===== src/hsbp_pkg.sv =====
// ----------------------------------------------------------------------------
// hsbp_pkg
// Shared types and constants of the Huffman symbol bit packer.
// ----------------------------------------------------------------------------
package hsbp_pkg;

    localparam int HSBP_MAX_CODE_LEN = 32;
    localparam int HSBP_SYMBOLS      = 256;

    localparam int REQ_W   = 2;
    localparam int SYM_IN_W = 8;
    localparam int CODE_W  = 32;
    localparam int LEN_W   = 6;
    localparam int BYTE_W  = 8;
    localparam int PART_W  = 7;
    localparam int CNT_W   = 3;
    localparam int ACC_W   = BYTE_W + CODE_W;

    typedef enum logic [REQ_W-1:0] {
        REQ_LOAD   = 2'd0,
        REQ_ENCODE = 2'd1,
        REQ_FLUSH  = 2'd2
    } req_kind_t;

    typedef enum logic [1:0] {
        ST_IDLE,
        ST_LOOKUP,
        ST_EMIT
    } pack_state_t;

    // request from the packer to the code table
    typedef struct packed {
        logic                wr;
        logic                rd;
        logic [SYM_IN_W-1:0] index;
        logic [CODE_W-1:0]   code;
        logic [LEN_W-1:0]    length;
    } tbl_req_t;

    // lookup answer, in the cycle after the read; length zero means no code
    typedef struct packed {
        logic [CODE_W-1:0] code;
        logic [LEN_W-1:0]  length;
    } tbl_rsp_t;

endpackage


===== src/hsbp_req_if.sv =====
// ----------------------------------------------------------------------------
// hsbp_req_if
// Request channel: table loads, symbols to encode and flushes.
// ----------------------------------------------------------------------------
interface hsbp_req_if
    import hsbp_pkg::*;
();
    logic                valid;
    logic                ready;
    logic [REQ_W-1:0]    req_type;
    logic [SYM_IN_W-1:0] symbol;
    logic [CODE_W-1:0]   code_value;
    logic [LEN_W-1:0]    code_length;

    modport source (output valid, output req_type, output symbol, output code_value,
                    output code_length, input ready);
    modport sink   (input valid, input req_type, input symbol, input code_value,
                    input code_length, output ready);
endinterface


===== src/hsbp_res_if.sv =====
// ----------------------------------------------------------------------------
// hsbp_res_if
// Result channel: packed bytes, last marks the padded flush byte.
// ----------------------------------------------------------------------------
interface hsbp_res_if
    import hsbp_pkg::*;
();
    logic              valid;
    logic              ready;
    logic [BYTE_W-1:0] out_byte;
    logic              last;

    modport source (output valid, output out_byte, output last, input ready);
    modport sink   (input valid, input out_byte, input last, output ready);
endinterface


===== src/hsbp_packer.sv =====
// ----------------------------------------------------------------------------
// hsbp_packer
// Request sequencer, bit accumulator and output word register.
// ----------------------------------------------------------------------------
module hsbp_packer
    import hsbp_pkg::*;
(
    input  logic       clk,
    input  logic       rst_n,
    hsbp_req_if.sink   req,
    hsbp_res_if.source res,
    output tbl_req_t   tbl_req,
    input  tbl_rsp_t   tbl_rsp
);
    localparam logic [LEN_W-1:0] TOTAL_BYTE = LEN_W'(BYTE_W);

    pack_state_t       state_reg, state_next;
    logic [ACC_W-1:0]  acc_reg, acc_next;
    logic [LEN_W-1:0]  total_reg, total_next;
    logic              last_reg, last_next;
    logic [PART_W-1:0] partial_reg, partial_next;   // pending bits, left aligned
    logic [CNT_W-1:0]  count_reg, count_next;
    logic [BYTE_W-1:0] out_byte_reg, out_byte_next;
    logic              out_last_reg, out_last_next;
    logic              out_valid_reg, out_valid_next;

    logic              accept;
    logic              slot_free;
    logic              emit_go;
    logic [CODE_W-1:0] aligned;
    logic [LEN_W-1:0]  shift_amt;
    logic [ACC_W-1:0]  acc_lookup;
    logic [LEN_W-1:0]  total_lookup;
    logic [ACC_W-1:0]  acc_shift;
    logic [LEN_W-1:0]  total_rem;

    assign req.ready = (state_reg == ST_IDLE);
    assign accept    = req.valid && req.ready;
    assign slot_free = !out_valid_reg || res.ready;
    assign emit_go   = (state_reg == ST_EMIT) && slot_free;

    assign tbl_req.wr     = accept && (req.req_type == REQ_LOAD);
    assign tbl_req.rd     = accept && (req.req_type == REQ_ENCODE);
    assign tbl_req.index  = req.symbol;
    assign tbl_req.code   = req.code_value;
    assign tbl_req.length = req.code_length;

    // left-align the code, dropping bits above its length, then append it
    assign shift_amt    = LEN_W'(CODE_W) - tbl_rsp.length;
    assign aligned      = tbl_rsp.code << shift_amt;
    assign acc_lookup   = {partial_reg, 1'b0, {CODE_W{1'b0}}}
                        | ({aligned, {BYTE_W{1'b0}}} >> count_reg);
    assign total_lookup = LEN_W'(count_reg) + tbl_rsp.length;
    assign acc_shift    = acc_reg << BYTE_W;
    assign total_rem    = total_reg - TOTAL_BYTE;

    // next state
    always_comb
    begin
        state_next = state_reg;
        unique case (state_reg)
            ST_IDLE:
            begin
                if (accept && (req.req_type == REQ_ENCODE))
                begin
                    state_next = ST_LOOKUP;
                end
                else if (accept && (req.req_type == REQ_FLUSH) && (count_reg != '0))
                begin
                    state_next = ST_EMIT;
                end
            end
            ST_LOOKUP:
            begin
                state_next = (total_lookup >= TOTAL_BYTE) ? ST_EMIT : ST_IDLE;
            end
            ST_EMIT:
            begin
                if (emit_go && (total_rem < TOTAL_BYTE))
                begin
                    state_next = ST_IDLE;
                end
            end
            default:
            begin
                state_next = ST_IDLE;
            end
        endcase
    end

    // datapath and outputs
    always_comb
    begin
        acc_next       = acc_reg;
        total_next     = total_reg;
        last_next      = last_reg;
        partial_next   = partial_reg;
        count_next     = count_reg;
        out_byte_next  = out_byte_reg;
        out_last_next  = out_last_reg;
        out_valid_next = out_valid_reg && !res.ready;
        unique case (state_reg)
            ST_IDLE:
            begin
                if (accept && (req.req_type == REQ_FLUSH))
                begin
                    acc_next   = {partial_reg, 1'b0, {CODE_W{1'b0}}};
                    total_next = TOTAL_BYTE;
                    last_next  = 1'b1;
                end
            end
            ST_LOOKUP:
            begin
                acc_next   = acc_lookup;
                total_next = total_lookup;
                last_next  = 1'b0;
                if (total_lookup < TOTAL_BYTE)
                begin
                    partial_next = acc_lookup[ACC_W-1 -: PART_W];
                    count_next   = total_lookup[CNT_W-1:0];
                end
            end
            ST_EMIT:
            begin
                if (emit_go)
                begin
                    out_byte_next  = acc_reg[ACC_W-1 -: BYTE_W];
                    out_last_next  = last_reg;
                    out_valid_next = 1'b1;
                    acc_next       = acc_shift;
                    total_next     = total_rem;
                    if (total_rem < TOTAL_BYTE)
                    begin
                        partial_next = acc_shift[ACC_W-1 -: PART_W];
                        count_next   = total_rem[CNT_W-1:0];
                    end
                end
            end
            default:
            begin
            end
        endcase
    end

    always_ff @(posedge clk or negedge rst_n)
    begin
        if (!rst_n)
        begin
            state_reg     <= ST_IDLE;
            partial_reg   <= '0;
            count_reg     <= '0;
            out_valid_reg <= 1'b0;
        end
        else
        begin
            state_reg     <= state_next;
            partial_reg   <= partial_next;
            count_reg     <= count_next;
            out_valid_reg <= out_valid_next;
        end
    end

    always_ff @(posedge clk)
    begin
        acc_reg      <= acc_next;
        total_reg    <= total_next;
        last_reg     <= last_next;
        out_byte_reg <= out_byte_next;
        out_last_reg <= out_last_next;
    end

    assign res.valid    = out_valid_reg;
    assign res.out_byte = out_byte_reg;
    assign res.last     = out_last_reg;
endmodule


===== src/flat_wrapper.sv =====
// flat-port wrapper written by rule: the top's interface ports become plain ports
module hsbp_packer_flat import hsbp_pkg::*;
  (clk, rst_n, tbl_req, tbl_rsp, req_valid, req_req_type, req_symbol, req_code_value, req_code_length, req_ready, res_valid, res_out_byte, res_last, res_ready);
  hsbp_req_if req_i ();
  hsbp_res_if res_i ();
  input  logic clk;
  input  logic rst_n;
  output tbl_req_t tbl_req;
  input  tbl_rsp_t tbl_rsp;
  input wire logic [$bits(req_i.valid)-1:0] req_valid;
  input wire logic [$bits(req_i.req_type)-1:0] req_req_type;
  input wire logic [$bits(req_i.symbol)-1:0] req_symbol;
  input wire logic [$bits(req_i.code_value)-1:0] req_code_value;
  input wire logic [$bits(req_i.code_length)-1:0] req_code_length;
  output wire logic [$bits(req_i.ready)-1:0] req_ready;
  output wire logic [$bits(res_i.valid)-1:0] res_valid;
  output wire logic [$bits(res_i.out_byte)-1:0] res_out_byte;
  output wire logic [$bits(res_i.last)-1:0] res_last;
  input wire logic [$bits(res_i.ready)-1:0] res_ready;
  assign req_i.valid = req_valid;
  assign req_i.req_type = req_req_type;
  assign req_i.symbol = req_symbol;
  assign req_i.code_value = req_code_value;
  assign req_i.code_length = req_code_length;
  assign req_ready = req_i.ready;
  assign res_valid = res_i.valid;
  assign res_out_byte = res_i.out_byte;
  assign res_last = res_i.last;
  assign res_i.ready = res_ready;
  hsbp_packer u_core (.clk(clk), .rst_n(rst_n), .req(req_i), .res(res_i), .tbl_req(tbl_req), .tbl_rsp(tbl_rsp));
endmodule

===== config.mk =====
export PLATFORM = sky130hd
export DESIGN_NAME = hsbp_packer_flat
export DESIGN_NICKNAME = d
export VERILOG_FILES = /design/src/hsbp_pkg.sv /design/src/hsbp_req_if.sv /design/src/hsbp_res_if.sv /design/src/hsbp_packer.sv /design/src/flat_wrapper.sv
export SDC_FILE = /design/constraint.sdc
export NUM_CORES = 1
export LEC_CHECK = 0
export BUFFER_PORTS_ARGS = -buffer_cell sky130_fd_sc_hd__buf_2
export CORE_MARGIN = 2
export CORE_UTILIZATION = 56
export CTS_CLUSTER_DIAMETER = 50
export DETAILED_ROUTE_END_ITERATION = 6
export GPL_TIMING_DRIVEN = 0
export PLACE_DENSITY_LB_ADDON = 0.1
export SYNTH_ARGS = -nofsm -noshare
export SYNTH_HDL_FRONTEND = slang
export SYNTH_SLANG_ARGS = --single-unit

===== constraint.sdc =====
create_clock -name clk -period 3.95 [get_ports clk]
set_input_delay 0.79 -clock clk [delete_from_list [all_inputs] [get_ports clk]]
set_output_delay 0.79 -clock clk [all_outputs]
set_load 0.01 [all_outputs]

==> metrics.txt <==
root buffer cell clkbuf_16; Final ANT Viol Nets 0; max FFs per register 39; Fmax achieved 256 MHz; Hold WC Path Type in -> async; setup TNS 0 ns; Worst setup SP type input port; CTS Hold Bufs 0; # setup viols final 0; post-DP HPWL 16400 um; YS warnings 0; total CTS buffers 9; Row Count 40; reg-to-reg slack, setup 0.25 ns; IO Port Bufs 102; start-to-end type of the worst setup path in -> reg; wire length per cell 22.1 um; most frequent cells in the layout 106 x buf_2, 71 x buf_4, 65 x nand2_1, 55 x edfxtp_1, 53 x nor2_1; Worst EP arrival 4.00 ns; overall routing resource usage 34.5%; vias 6595; Post-synth ARST share 19.1%; top cell type's share of synthesized area 24.6%; worst reg-to-reg path cell count 13; clk_skew 0.00799 ns; Final period util 99.0%; peak supply drop 0.355 mV; worst-case hold slack 0.341 ns; worst flop-to-flop path endpoint u_core.partial_reg[1]; largest net degree at the start of global routing 24; number of global-route vias before repair 6464; Power Dens Cells 639 mW/mm^2; Ant. Diodes 0; Synth area leader edfxtp_1; Max-cap violations 0; post-synth cell types 68; RSZ-0062 raised after global routing no; Post-synth EDFFs 55; share of the yosys chip area belonging to registers 29.4%; drt pass-1 iters 5; most common library cell in the layout ignoring fill and taps buf_2; initial core utilization 56.6%; global placer's final weighted congestion 0.938; Core Box Area 0.0119 mm^2; Worst setup EP type flop; Worst slew margin 42.9%; layout cells sized above 1 34.8%; Sink Count 68; WP data required 4.04 ns; Placed Cells 958; Final Max Tran Viols 0; CTS Buffer Depth 2; first-pass GRT wire length 34500 um; CTS tree built; total power 0.00522 W; Post-Layout Cell Count 998; Post-synth top flop edfxtp_1; Final min period 3.91 ns; DR DRC count 0; CTS HTree Levels 3; Avg Inst Size Synth 9.49 um^2; final hold vios 0; Routed Wire Length 22000 um; clock latency on the worst-skew pair 0.34 ns; Die Height 114 um; IO Pins 149; FF+latch count, synth 68; initial antenna violation count 0; clk slew on worst S/H paths 0.06 ns; die area 0.0129 mm^2; grt ovf 0; Crit Reg-Reg Startpoint u_core.count_reg[1]; LEAKAGE 3.35 nW; DRT iter0 DRCs 1039; status finished clean; Post-Syn Nets 808; synth-to-layout area growth 21.6%; Die Span X 114 um; Nets 946; Worst Max-Slew Pin Slew 0.855 ns; Vias per Instance 6.61; Area contributors post-synth edfxtp_1 25%, mux4_2 12%, mux2i_1 6.9%, buf_4 5.3%, dfrtp_1 4.8%; worst-path fanout max 7; Post-Synthesis Cell Area 0.00672 mm^2; Mapped Cells 708
[through the flow]
stage	util [%]	area, um^2	setup WS, ns
floorplan	-	6800	-0.306
global placement	63.2	7500	-1.04
detailed placement	63.5	7540	-0.997
CTS	68.0	8060	-0.0487
global route	68.9	8170	0.00381
finish	68.9	8170	0.0413
[worst max-delay path, stage by stage]
cell and delay, ns:
buf_2 0.19, inv_1 0.14, ha_4 0.31, buf_12 0.12
mux4_2 0.32, mux4_2 0.49, and2_4 0.18, or3_1 0.35
mux2_4 0.29, mux4_2 0.49, a211o_1 0.32
[metal layers]
metal  up-vias  part of all wire, %  track usage, %  routed length, um
met5         -                    0               0                  0
met4         0                  2.7            10.5                589
met3        61                  9.2            7.76               2020
met2       456                   48            55.9              10500
met1      3136                   40            46.7               8910
li1       2942                    -               -                  -
[logic make-up (layout without fill, tap and decap cells)]
family | Yosys count | count (layout) | share of synthesized area [%]
AO/OA/AOI/OAI | 184 | 184 | 19.0
XOR/XNOR | 8 | 8 | 1.32
adder cells (fa/ha/maj) | 10 | 10 | 1.97
buffers and inverters | 117 | 260 | 9.68
flip-flops | 68 | 68 | 29.4
multiplexers | 109 | 109 | 23.6
AND/OR/NAND/NOR | 212 | 212 | 15.0
[final cells by class]
type	instances	area, um^2
plain buffers	97	631
clock buffers	9	225
clock inverters	7	80.1
fillers	938	3690
inverters	17	68.8
multi-input cells	523	4220
flip-flops and latches	68	1980
well taps	147	184
repair buffers	130	783
[how the worst max path moves through the flow]
stage / start / cells after the start / to / slack, ns
floorplan: tbl_rsp[0] / 14 / u_core.acc_reg[33] / -0.31
global placement: u_core.state_reg[1] / 5 / u_core.acc_reg[4] / -1.04
detailed placement: tbl_rsp[0] / 18 / u_core.acc_reg[26] / -1.0
CTS: tbl_rsp[0] / 16 / u_core.acc_reg[33] / -0.05
global route: tbl_rsp[1] / 11 / u_core.acc_reg[33] / 0.004
finish: tbl_rsp[1] / 11 / u_core.acc_reg[33] / 0.04
[power breakdown]
part | internal (W) | switching (W)
registers | 0.00129 | 0.000157
logic | 0.00109 | 0.00184
clock network | 0.000497 | 0.000340
total | 0.00288 | 0.00234
[synthesized netlist by cell type, drive strengths merged (6+ instances only)]
cell    number
mux2i       46
a21oi       36
and2         9
nand2       65
buf         63
a22oi       12
nor3b        6
a31oi        8
a211oi       9
ha           9
nand3       12
xor2         6
nor3        25
clkbuf      37
mux2        26
mux4        37
dfrtp       13
nor2        54
and3         8
nor2b        6
a22o         8
inv         16
or3          7
o221ai       9
a221oi       6
a21o        10
o21ai       37
edfxtp      55
[what timing repair did]
action	CTS	global route
pin swaps	4	7
buffers inserted	16	11
gates resized for setup	29	19
setup endpoints to repair	46	28
Power figures use the tool's default switching activity.
